## config.mk

```make
export PLATFORM = sky130hd
export DESIGN_NAME = dc_motor_rk4_plant_step
export DESIGN_NICKNAME = d
export VERILOG_FILES = /design/src/dcm_rk4_pkg.sv /design/src/dc_motor_rk4_plant_step.sv
export SDC_FILE = /design/constraint.sdc
export NUM_CORES = 2
export LEC_CHECK = 0
export BUFFER_PORTS_ARGS = -buffer_cell sky130_fd_sc_hd__buf_2
export CAP_MARGIN = 5
export CORE_MARGIN = 3
export CORE_UTILIZATION = 40
export CTS_CLUSTER_DIAMETER = 80
export CTS_CLUSTER_SIZE = 10
export DETAILED_ROUTE_END_ITERATION = 16
export PLACE_DENSITY = 0.65
export SLEW_MARGIN = 20
export SYNTH_ARGS = -nofsm -noshare
export SYNTH_HDL_FRONTEND = slang
export SYNTH_SLANG_ARGS = --single-unit
```

## constraint.sdc

```tcl
create_clock -name clk_i -period 16.1 [get_ports clk_i]
set_clock_uncertainty 0.2 [all_clocks]
set_input_delay 1.61 -clock clk_i [delete_from_list [all_inputs] [get_ports clk_i]]
set_output_delay 1.61 -clock clk_i [all_outputs]
set_load 0.02 [all_outputs]
```

## src/dcm_rk4_pkg.sv

```systemverilog
// Shared types and constants for the DC motor RK4 plant stepper.
// Used by dc_motor_rk4_plant_step; depends on nothing else.
package dcm_rk4_pkg;

  localparam int unsigned QW       = 48;  // signed Q16.32 word
  localparam int unsigned CFG_W    = 47;  // configuration register width
  localparam int unsigned NUM_REGS = 7;
  localparam int unsigned IDX_W    = 3;
  localparam int unsigned MAX_MICRO_STEPS_DEF = 255;

  // Configuration register indexes
  localparam logic [IDX_W-1:0] REG_SUPPLY_LIMIT = 3'd0;
  localparam logic [IDX_W-1:0] REG_TIME_STEP    = 3'd1;
  localparam logic [IDX_W-1:0] REG_INV_L        = 3'd2;
  localparam logic [IDX_W-1:0] REG_R_OVER_L     = 3'd3;
  localparam logic [IDX_W-1:0] REG_KE_OVER_L    = 3'd4;
  localparam logic [IDX_W-1:0] REG_KT_OVER_J    = 3'd5;
  localparam logic [IDX_W-1:0] REG_B_OVER_J     = 3'd6;

  typedef struct packed {
    logic signed [QW-1:0] volt_command;
    logic [7:0]           step_count;
  } req_t;

  typedef struct packed {
    logic signed [QW-1:0] current_out;
    logic signed [QW-1:0] speed_out;
    logic                 guard_hit;
  } rsp_t;

endpackage

```

## src/dc_motor_rk4_plant_step.sv

```systemverilog
// DC motor plant stepper: fourth-order Runge-Kutta on armature current and shaft speed.
// Depends on dcm_rk4_pkg for the request/response structs and register indexes.

// A request clamps the voltage command to the supply limit and advances the stored
// current and speed by step_count RK4 micro-steps (capped at MAX_MICRO_STEPS). All
// products run through one shared 26x24-bit multiplier that builds each 51x47-bit
// product from four partial products. out_valid_o rises once the request has run
// one product for dt/6 (dt/2 times a reciprocal of three), one for the voltage term,
// then 24 products per micro-step. in_stall_o stays high until the response is taken.
module dc_motor_rk4_plant_step #(
  parameter int unsigned MAX_MICRO_STEPS = dcm_rk4_pkg::MAX_MICRO_STEPS_DEF
) (
  input  logic                             clk_i,
  input  logic                             rst_ni,
  input  logic                             cfg_we_i,
  input  logic [dcm_rk4_pkg::IDX_W-1:0]    cfg_idx_i,
  input  logic [dcm_rk4_pkg::CFG_W-1:0]    cfg_data_i,
  input  logic                             in_valid_i,
  output logic                             in_stall_o,
  input  dcm_rk4_pkg::req_t                in_data_i,
  output logic                             out_valid_o,
  input  logic                             out_stall_i,
  output dcm_rk4_pkg::rsp_t                out_data_o
);
  import dcm_rk4_pkg::*;

  localparam int unsigned N_CAP = (MAX_MICRO_STEPS > 255) ? 255 : MAX_MICRO_STEPS;

  // (2^47 + 1) / 3: floor(x * RECIP3 / 2^47) equals floor(x / 3) for x below 2^47
  localparam logic [CFG_W-1:0] RECIP3 = 47'd46912496118443;

  localparam logic [2:0] S_IDLE = 3'd0;
  localparam logic [2:0] S_OPND = 3'd2;
  localparam logic [2:0] S_MUL  = 3'd3;
  localparam logic [2:0] S_RET  = 3'd4;
  localparam logic [2:0] S_OUT  = 3'd5;

  localparam logic [2:0] OP_B   = 3'd0;  // R/L * i
  localparam logic [2:0] OP_C   = 3'd1;  // Ke/L * w
  localparam logic [2:0] OP_D   = 3'd2;  // Kt/J * i
  localparam logic [2:0] OP_E   = 3'd3;  // B/J * w, then form slopes
  localparam logic [2:0] OP_PI  = 3'd4;  // next current point or update
  localparam logic [2:0] OP_PW  = 3'd5;  // next speed point or update
  localparam logic [2:0] OP_V   = 3'd6;  // v * 1/L, once per request
  localparam logic [2:0] OP_SIX = 3'd7;  // dt/6, once per request

  logic [2:0]  state_q, state_d;
  logic [2:0]  op_q, op_d;
  logic [1:0]  stg_q, stg_d;
  logic [1:0]  pp_q;
  logic [7:0]  cnt_q, cnt_d;
  logic [CFG_W-1:0] cfg_q [NUM_REGS];

  logic signed [QW-1:0] v_q, vt_q, vt_d;
  logic                 vt_b_q, vt_b_d;
  logic [CFG_W-1:0]     sixth_q;
  logic signed [QW-1:0] ci_q, ci_d, cw_q, cw_d;
  logic signed [QW-1:0] pi_q, pi_d, pw_q, pw_d;
  logic                 pi_b_q, pi_b_d, pw_b_q, pw_b_d;
  logic signed [QW-1:0] tb_q, tb_d, tc_q, tc_d, td_q, td_d;
  logic                 tb_b_q, tb_b_d, tc_b_q, tc_b_d, td_b_q, td_b_d;
  logic signed [QW-1:0] ki_q, ki_d, kw_q, kw_d;
  logic                 ki_b_q, ki_b_d, kw_b_q, kw_b_d;
  logic signed [50:0]   si_q, si_d, sw_q, sw_d;
  logic                 bi_q, bi_d, bw_q, bw_d;
  logic                 guard_q, guard_d;

  logic [50:0]  ua_q;
  logic [46:0]  ub_q;
  logic         neg_q, bin_q;
  logic [97:0]  acc_q;

  // Operand selection
  logic signed [50:0] a_sel;
  logic [46:0]        b_sel, half;
  logic               bin_sel;

  assign half = {1'b0, cfg_q[REG_TIME_STEP][CFG_W-1:1]};

  always_comb begin
    a_sel   = {{3{pi_q[QW-1]}}, pi_q};
    b_sel   = cfg_q[REG_R_OVER_L];
    bin_sel = pi_b_q;
    case (op_q)
      OP_SIX: begin
        a_sel   = {4'b0000, half};
        b_sel   = RECIP3;
        bin_sel = 1'b0;
      end
      OP_V: begin
        a_sel   = {{3{v_q[QW-1]}}, v_q};
        b_sel   = cfg_q[REG_INV_L];
        bin_sel = 1'b0;
      end
      OP_B: begin
        a_sel   = {{3{pi_q[QW-1]}}, pi_q};
        b_sel   = cfg_q[REG_R_OVER_L];
        bin_sel = pi_b_q;
      end
      OP_C: begin
        a_sel   = {{3{pw_q[QW-1]}}, pw_q};
        b_sel   = cfg_q[REG_KE_OVER_L];
        bin_sel = pw_b_q;
      end
      OP_D: begin
        a_sel   = {{3{pi_q[QW-1]}}, pi_q};
        b_sel   = cfg_q[REG_KT_OVER_J];
        bin_sel = pi_b_q;
      end
      OP_E: begin
        a_sel   = {{3{pw_q[QW-1]}}, pw_q};
        b_sel   = cfg_q[REG_B_OVER_J];
        bin_sel = pw_b_q;
      end
      OP_PI: begin
        a_sel   = (stg_q == 2'd3) ? si_q : {{3{ki_q[QW-1]}}, ki_q};
        bin_sel = (stg_q == 2'd3) ? bi_q : ki_b_q;
        b_sel   = (stg_q == 2'd3) ? sixth_q :
                  (stg_q == 2'd2) ? cfg_q[REG_TIME_STEP] : half;
      end
      OP_PW: begin
        a_sel   = (stg_q == 2'd3) ? sw_q : {{3{kw_q[QW-1]}}, kw_q};
        bin_sel = (stg_q == 2'd3) ? bw_q : kw_b_q;
        b_sel   = (stg_q == 2'd3) ? sixth_q :
                  (stg_q == 2'd2) ? cfg_q[REG_TIME_STEP] : half;
      end
      default: ;
    endcase
  end

  // Shared multiplier: one 26x24 partial product per cycle
  logic [25:0] a_part;
  logic [23:0] b_part;
  logic [49:0] pprod;
  logic [97:0] pshift;

  assign a_part = pp_q[1] ? {1'b0, ua_q[50:26]} : ua_q[25:0];
  assign b_part = pp_q[0] ? {1'b0, ub_q[46:24]} : ub_q[23:0];
  assign pprod  = 50'(a_part) * 50'(b_part);

  always_comb begin
    case (pp_q)
      2'd0:    pshift = 98'(pprod);
      2'd1:    pshift = 98'(pprod) << 24;
      2'd2:    pshift = 98'(pprod) << 26;
      default: pshift = 98'(pprod) << 50;
    endcase
  end

  // Product: magnitude >> 32, must fit the signed word
  logic              ok_mag, prod_b;
  logic [QW-1:0]     mag48;
  logic signed [QW-1:0] prod_v;

  assign ok_mag = (acc_q[97:79] == 19'd0) ||
                  (neg_q && acc_q[97:79] == 19'd1 && acc_q[78:32] == 47'd0);
  assign mag48  = acc_q[79:32];
  assign prod_v = neg_q ? -$signed(mag48) : $signed(mag48);
  assign prod_b = bin_q || !ok_mag;

  // Retire arithmetic
  logic signed [49:0] di_full;
  logic signed [48:0] dw_full, psum_i, psum_w;
  logic               di_fit, dw_fit, pi_fit, pw_fit, ni_bad, nw_bad;
  logic               kib_new, kwb_new;
  logic signed [50:0] ki_ext, kw_ext;

  assign di_full = {{2{vt_q[QW-1]}}, vt_q} - {{2{tb_q[QW-1]}}, tb_q}
                 - {{2{tc_q[QW-1]}}, tc_q};
  assign dw_full = {td_q[QW-1], td_q} - {prod_v[QW-1], prod_v};
  assign di_fit  = (di_full[49:47] == 3'b000) || (di_full[49:47] == 3'b111);
  assign dw_fit  = (dw_full[48] == dw_full[47]);
  assign kib_new = vt_b_q || tb_b_q || tc_b_q || !di_fit;
  assign kwb_new = td_b_q || prod_b || !dw_fit;
  assign ki_ext  = {{3{di_full[47]}}, di_full[47:0]};
  assign kw_ext  = {{3{dw_full[47]}}, dw_full[47:0]};

  assign psum_i = {ci_q[QW-1], ci_q} + {prod_v[QW-1], prod_v};
  assign psum_w = {cw_q[QW-1], cw_q} + {prod_v[QW-1], prod_v};
  assign pi_fit = (psum_i[48] == psum_i[47]);
  assign pw_fit = (psum_w[48] == psum_w[47]);
  assign ni_bad = prod_b || !pi_fit;
  assign nw_bad = prod_b || !pw_fit;

  // Request capture
  logic               in_acc;
  logic signed [48:0] v_ext, vs_ext;
  logic signed [QW-1:0] v_clamp;
  logic [7:0]         n_cap;

  assign in_acc = in_valid_i && !in_stall_o;
  assign v_ext  = {in_data_i.volt_command[QW-1], in_data_i.volt_command};
  assign vs_ext = {2'b00, cfg_q[REG_SUPPLY_LIMIT]};
  assign n_cap  = (in_data_i.step_count > 8'(N_CAP)) ? 8'(N_CAP) : in_data_i.step_count;

  always_comb begin
    if (v_ext > vs_ext) begin
      v_clamp = 48'(vs_ext);
    end else if (v_ext < -vs_ext) begin
      v_clamp = 48'(-vs_ext);
    end else begin
      v_clamp = in_data_i.volt_command;
    end
  end

  // Sequencer next state and retire actions
  always_comb begin
    state_d = state_q;
    op_d    = op_q;
    stg_d   = stg_q;
    cnt_d   = cnt_q;
    vt_d = vt_q;  vt_b_d = vt_b_q;
    ci_d = ci_q;  cw_d = cw_q;
    pi_d = pi_q;  pi_b_d = pi_b_q;
    pw_d = pw_q;  pw_b_d = pw_b_q;
    tb_d = tb_q;  tb_b_d = tb_b_q;
    tc_d = tc_q;  tc_b_d = tc_b_q;
    td_d = td_q;  td_b_d = td_b_q;
    ki_d = ki_q;  ki_b_d = ki_b_q;
    kw_d = kw_q;  kw_b_d = kw_b_q;
    si_d = si_q;  bi_d = bi_q;
    sw_d = sw_q;  bw_d = bw_q;
    guard_d = guard_q;
    case (state_q)
      S_IDLE: begin
        if (in_acc) begin
          state_d = S_OPND;
          op_d    = OP_SIX;
          stg_d   = 2'd0;
          cnt_d   = n_cap;
          pi_d    = ci_q;
          pw_d    = cw_q;
          pi_b_d  = 1'b0;
          pw_b_d  = 1'b0;
          guard_d = 1'b0;
        end
      end
      S_OPND: state_d = S_MUL;
      S_MUL: begin
        if (pp_q == 2'd3) begin
          state_d = S_RET;
        end
      end
      S_RET: begin
        state_d = S_OPND;
        op_d    = op_q + 3'd1;
        case (op_q)
          OP_SIX: begin
            op_d = OP_V;
          end
          OP_V: begin
            vt_d   = prod_v;
            vt_b_d = prod_b;
            op_d   = OP_B;
            if (cnt_q == 8'd0) begin
              state_d = S_OUT;
            end
          end
          OP_B: begin
            tb_d = prod_v;  tb_b_d = prod_b;
          end
          OP_C: begin
            tc_d = prod_v;  tc_b_d = prod_b;
          end
          OP_D: begin
            td_d = prod_v;  td_b_d = prod_b;
          end
          OP_E: begin
            ki_d   = di_full[47:0];
            ki_b_d = kib_new;
            kw_d   = dw_full[47:0];
            kw_b_d = kwb_new;
            // weights 1,2,2,1
            if (stg_q == 2'd0) begin
              si_d = ki_ext;
              sw_d = kw_ext;
              bi_d = kib_new;
              bw_d = kwb_new;
            end else begin
              si_d = (stg_q == 2'd3) ? si_q + ki_ext : si_q + (ki_ext <<< 1);
              sw_d = (stg_q == 2'd3) ? sw_q + kw_ext : sw_q + (kw_ext <<< 1);
              bi_d = bi_q || kib_new;
              bw_d = bw_q || kwb_new;
            end
          end
          OP_PI: begin
            if (stg_q == 2'd3) begin
              // overflowing update drops to zero
              ci_d = ni_bad ? '0 : psum_i[47:0];
              if (ni_bad) begin
                guard_d = 1'b1;
              end
            end else begin
              pi_d   = psum_i[47:0];
              pi_b_d = ni_bad;
            end
          end
          OP_PW: begin
            op_d = OP_B;
            if (stg_q == 2'd3) begin
              cw_d   = nw_bad ? '0 : psum_w[47:0];
              pw_d   = nw_bad ? '0 : psum_w[47:0];
              pi_d   = ci_q;
              pi_b_d = 1'b0;
              pw_b_d = 1'b0;
              if (nw_bad) begin
                guard_d = 1'b1;
              end
              stg_d = 2'd0;
              cnt_d = cnt_q - 8'd1;
              if (cnt_q == 8'd1) begin
                state_d = S_OUT;
              end
            end else begin
              pw_d   = psum_w[47:0];
              pw_b_d = nw_bad;
              stg_d  = stg_q + 2'd1;
            end
          end
          default: ;
        endcase
      end
      S_OUT: begin
        if (!out_stall_i) begin
          state_d = S_IDLE;
        end
      end
      default: state_d = S_IDLE;
    endcase
  end

  // Control and architectural state
  always_ff @(posedge clk_i or negedge rst_ni) begin
    if (!rst_ni) begin
      state_q   <= S_IDLE;
      op_q      <= OP_V;
      stg_q     <= 2'd0;
      cnt_q     <= 8'd0;
      pp_q      <= 2'd0;
      ci_q      <= '0;
      cw_q      <= '0;
      guard_q   <= 1'b0;
      for (int k = 0; k < NUM_REGS; k++) begin
        cfg_q[k] <= '0;
      end
    end else begin
      state_q <= state_d;
      op_q    <= op_d;
      stg_q   <= stg_d;
      cnt_q   <= cnt_d;
      ci_q    <= ci_d;
      cw_q    <= cw_d;
      guard_q <= guard_d;
      if (state_q == S_MUL) begin
        pp_q <= pp_q + 2'd1;
      end else begin
        pp_q <= 2'd0;
      end
      if (cfg_we_i && (cfg_idx_i < IDX_W'(NUM_REGS))) begin
        cfg_q[cfg_idx_i] <= cfg_data_i;
      end
    end
  end

  // Datapath registers
  always_ff @(posedge clk_i) begin
    vt_q <= vt_d;  vt_b_q <= vt_b_d;
    pi_q <= pi_d;  pi_b_q <= pi_b_d;
    pw_q <= pw_d;  pw_b_q <= pw_b_d;
    tb_q <= tb_d;  tb_b_q <= tb_b_d;
    tc_q <= tc_d;  tc_b_q <= tc_b_d;
    td_q <= td_d;  td_b_q <= td_b_d;
    ki_q <= ki_d;  ki_b_q <= ki_b_d;
    kw_q <= kw_d;  kw_b_q <= kw_b_d;
    si_q <= si_d;  bi_q <= bi_d;
    sw_q <= sw_d;  bw_q <= bw_d;
    if (in_acc) begin
      v_q <= v_clamp;
    end
    if (state_q == S_RET && op_q == OP_SIX) begin
      // (dt/2) * RECIP3 >> 47 gives dt/6
      sixth_q <= acc_q[93:47];
    end
    if (state_q == S_OPND) begin
      ua_q  <= a_sel[50] ? 51'(-a_sel) : 51'(a_sel);
      ub_q  <= b_sel;
      neg_q <= a_sel[50];
      bin_q <= bin_sel;
      acc_q <= '0;
    end else if (state_q == S_MUL) begin
      acc_q <= acc_q + pshift;
    end
  end

  assign in_stall_o             = (state_q != S_IDLE);
  assign out_valid_o            = (state_q == S_OUT);
  assign out_data_o.current_out = ci_q;
  assign out_data_o.speed_out   = cw_q;
  assign out_data_o.guard_hit   = guard_q;

endmodule
```

[Word level (Yosys, flattened, before mapping)]
Cells that the tools add are included.
Storage, ports and cells
  register bits after elaboration: 1233
  input port bits: 111
  output and inout port bits: 99
  logic and storage cells: 225
Cells by class
  add/subtract/negate cells: 17
  multiply operators: 1
  $lt $le $gt $ge: 6
  eq/ne operators: 33
  multiplexer cells: 71
  bitwise logic cells: 1
  reductions and logical operators: 52
Operators with widths (count)
  two-way mux 48 bit: 10
  bitwise mux 329 bit: 1
  case mux 47 bit (7 select lines): 1
  two-way mux 51 bit: 6
  case mux 51 bit (6 select lines): 1
  case mux 98 bit (3 select lines): 1
  case mux 48 bit (2 select lines): 3
  two-way mux 47 bit: 4
  demux 47 bit (select 3 bit): 1
  adder 51 x 48 -> 51 bit: 2
  adder 51 x 49 -> 51 bit: 2
  adder 48 x 48 -> 49 bit: 2
  adder 98 bit: 1
  subtractor 48 x 48 -> 49 bit: 2
  negator 51 bit: 1
  multiplier 26 x 24 -> 50 bit: 1
  two-way mux 50 bit: 1
  subtractor 49 x 48 -> 50 bit: 1
  less-than comparator 48 x 49 -> 1 bit: 1
  negator 47 -> 49 bit: 1
  greater-than comparator 48 bit: 1
  negator 48 bit: 1
  logical NOT 47 bit: 1
  two-way mux 8 bit: 4
  other kinds (46): 131

[Depth between registers and ports, before layout]
  depth in word-level cells: 11
  mapped depth: 47
  gate-level depth less buffers: 42

[Worst setup path after synthesis]
Ideal clock, no wire load.
  path kind: flip-flop to flip-flop
  from: register pp_q[1]
  to: register acc_q[72]
  library setup time: 0.128 ns
  data arrival time: 10.479 ns
  required time: 15.772 ns
  path slack: 5.293 ns
  stages on the path, launching flop included: 45
  path buffers: 4
  period minus slack after synthesis: 10.807 ns
  cells stage by stage: dfrtp_1 > clkbuf_1 > buf_1 > mux2i_1 > clkbuf_1 > nor2_1 > fa_1 > inv_1 > fa_1 > inv_1 > fa_1 > inv_1 > fa_1 > inv_1 > fa_1 > fa_1 > inv_1 > fa_1 > (+9 left out) > o31ai_1 > o41ai_1 > xor2_1 > a222oi_1 > nor2_1 > ha_1 > nand2_1 > or3_1 > o21ai_0 > a21o_1 > a21oi_1 > a2111oi_0 > or2_2 > clkbuf_1 > nand3_1 > o31ai_1 > xnor2_1 > o21ai_0
Between the ends
  longest elaborated chain between the ends: 4
  elaborated cells on any way between the ends: 7
  classes of those cells: add/sub (1); mul (1); eq/ne (2); mux (2); reduce/logical (1)
RTL lines
  from (decl): RTL line dc_motor_rk4_plant_step.sv:50  | logic [1:0] pp_q;
  from (signal assigned): RTL line dc_motor_rk4_plant_step.sv:355  | pp_q <= pp_q + 2'd1;
  two-way mux 26 bit: RTL line dc_motor_rk4_plant_step.sv:137  | assign a_part = pp_q[1] ? {1'b0, ua_q[50:26]} : ua_q[25:0];
  multiplier 26 x 24 -> 50 bit: RTL line dc_motor_rk4_plant_step.sv:139  | assign pprod = 50'(a_part) * 50'(b_part);
  case mux 98 bit (3 select lines) *: RTL line dc_motor_rk4_plant_step.sv:142  | case (pp_q)
  adder 98 bit *: RTL line dc_motor_rk4_plant_step.sv:391  | acc_q <= acc_q + pshift;
  to (signal assigned): RTL line dc_motor_rk4_plant_step.sv:391
  to (decl): RTL line dc_motor_rk4_plant_step.sv:71  | logic [97:0] acc_q;
Mark *: on every way between the ends. The rest lies on a longest branch, timed or not.
A chain may end at the register's enable or synchronous reset.

[Worst setup path in the final report]
Same ends and word-level chain as after synthesis.

==> flow_metrics.py <==
metrics = {
    "cells_and_area": {
        "most-common-layout-cells": "nand2_1 (1206), inv_1 (958), nor2_1 (925)",
        "instances_no_fill": 14910,
        "final_common_cell": "nand2_1",
        "fill_cells": 25350,
        "final_util_pct": 44.00,
        "nNetsFinal": 12780,
        "area_growth_pct": 9.072,
        "layout-drive-gt1-share_pct": 9.786,
        "stdcell_area_mm2": 0.1147,
    },
    "yosys": {
        "ys.flop_type": "edfxtp_1",
        "ys_ff_latch": 1233,
        "synth_seq_area_share_pct": 32.17,
        "netlist_area_mm2": 0.1052,
        "synthDistinctLibCells": 98,
        "syn_inst": 11320,
        "synth-edff-count": 691,
        "yosysWarnings": 0,
        "avgSynthCellArea_um2": 9.287,
        "async_flop_share_pct": 36.01,
        "synthesis.nets": 12790,
    },
    "clock_network": {
        "cts_hold_buffers": 0,
        "ctsResizeCount": 0,
        "cts_tree": "built",
        "htreeDepth": 4,
        "cts_root_buffer": "clkbuf_16",
        "post-cts-setup-buffers": 0,
        "clkLatencyLatePin_ns": 0.83,
        "cts_buffers": 149,
        "cts.path.max_buffers": 3,
        "clk_pin_slew_ns": 0.06,
        "cts.sinks": 1233,
    },
    "worst_setup_path": {
        "crit_type": "reg -> reg",
        "max_stage_delay_ns": 0.90,
        "path_delay_family": "adder cells",
        "cp-end-kind": "flip-flop",
        "cpMaxStageDelayCell": "a2111oi_0",
        "setup.worst_path.start_class": "flip-flop",
        "worstPathMaxFanout": 42,
        "crit_arrival_ns": 13.03,
        "cp_common_cell": "fa_1",
        "cp.required_ns": 16.57,
        "critPathBufInv": 5,
    },
    "global_routing": {
        "grt-ovfl-total": 0,
        "grt.total_usage_pct": 28.32,
        "antenna_found_initial": 20,
        "grt_pass1_vias": 83470,
        "grt_pass1_wl_um": 569800,
        "grt_max_degree": 137,
    },
    "flow_run": {
        "max-cap-violations": 0,
    },
    "floorplanning": {
        "rows": 187,
        "initial_utilization_pct": 40.34,
        "ios": 210,
        "die_area_mm2": 0.2691,
        "coreArea_mm2": 0.2606,
        "die_width_um": 518.7,
        "die_h_um": 518.7,
    },
    "route": {
        "drt-initial-drc-count": 10900,
        "viasPerCell": 5.958,
        "dr.pass1.iters": 9,
        "postRouteAntennaNets": 0,
        "routed_wl_um": 392100,
        "drc": 0,
        "vias": 88820,
        "avgRoutedWirePerCell_um": 26.30,
    },
    "timing": {
        "hold_viol": 0,
        "period_share_pct": 78.02,
        "period_minus_slack_ns": 12.56,
        "slew_headroom_pct": 8.536,
        "max_freq_mhz": 79.61,
        "tightest_slew_ns": 1.358,
        "slew_violations": 0,
        "grt_setup_unrepaired": "false",
        "tns_ns": 0,
        "setup_viol": 0,
    },
    "placement": {
        "dp_cells": 14660,
        "io_buffers": 209,
        "place_area_mm2": 0.1103,
        "place.gp.congestion": 1.031,
        "hpwl_um": 302500,
    },
    "worst_hold_path": {
        "hold_path_class": "reg -> reg",
    },
    "outcome": {
        "run_status": "finished clean",
    },
}
==> final timing paths <==
| path | start | end | slack [ns] | cells past startpoint |
|---|---|---|---|---|
| max in group asynchronous | rst_ni | cw_q[10] | 11.87 | 4 |
| max reg2reg | pp_q[1] | acc_q[72] | 3.54 | 38 |
| max | pp_q[1] | acc_q[72] | 3.54 | 38 |
| min in group asynchronous | rst_ni | cfg_q[316] | 0.60 | 1 |
| min | acc_q[0] | acc_q[0] | 0.25 | 2 |
| min reg2reg | acc_q[0] | acc_q[0] | 0.25 | 2 |
==> registers in the layout, indices dropped and copies added (netlist names), 51 cells and up <==
name   flops
sw_q      51
acc_q     98
si_q      51
cfg_q    329
ua_q      51
==> through the flow <==
stage,setup slack [ns],hold slack [ns]
finish,3.539,0.2504
global route,2.808,0.2739
CTS,3.779,0.2507
detailed placement,3.814,0.2421
global placement,3.852,0.2277
floorplan,5.293,0.2223
==> layout make-up <==
type                            count  area [µm²]  area share [%]
Timing Repair Buffer              408        2550           2.223
Clock inverter                     26       275.3          0.2400
Multi-Input combinational cell   8555       65950           57.50
Tap cell                         3496        4374           3.814
Clock buffer                      218        4071           3.550
Inverter                          964        3620           3.156
Antenna cell                        9       22.52         0.01964
Sequential cell                  1233       33830           29.50
==> cell usage after synthesis (all sizes together), types with 89 or more instances <==
master / instances / share of area, %
nand2: 1210 / 4.3
inv: 963 / 3.4
nor2: 930 / 3.3
a21oi: 824 / 3.9
ha: 775 / 9.2
o21ai: 702 / 3.3
edfxtp: 691 / 20
fa: 582 / 11
clkbuf: 515 / 1.8
dfrtp: 442 / 11
xnor2: 411 / 3.4
mux2: 389 / 4.2
a21o: 386 / 2.8
xor2: 205 / 1.7
mux2i: 163 / 1.6
nand4: 137 / 0.82
o31ai: 132 / 0.94
nand3: 119 / 0.58
nor3: 114 / 0.55
nor2b: 112 / 0.67
a211oi: 111 / 0.79
o21bai: 110 / 0.79
dfxtp: 98 / 1.9
a31oi: 89 / 0.53
==> per-layer routing <==
metal	track usage, %	wire length [µm]	part of all wire (%)	up-vias
met5	0	13	0.0033	-
li1	-	-	-	40050
met1	39.64	164200	42	43570
met2	39.80	159100	41	4470
met4	13.29	21230	5.4	2
met3	8.461	47520	12	729
==> cells by family after synthesis <==
logic type	Yosys count	synth area share, %
AND/OR/NAND/NOR	3038	12.94
adder cells (fa/ha/maj)	1357	20.30
XOR/XNOR	616	5.131
buffers and inverters	1534	5.512
multiplexers	552	5.717
flip-flops	1233	32.17
AO/OA/AOI/OAI	2992	18.23
==> worst min-delay path, cell delays in order (launching register included) <==
cell and delay, ns:
dfxtp_1 0.31, nand2_1 0.06, nand2_1 0.04
Power is left out: the tool's default activity adds up to more than one toggle a clock period on the data nets, which glitch-free logic cannot reach.
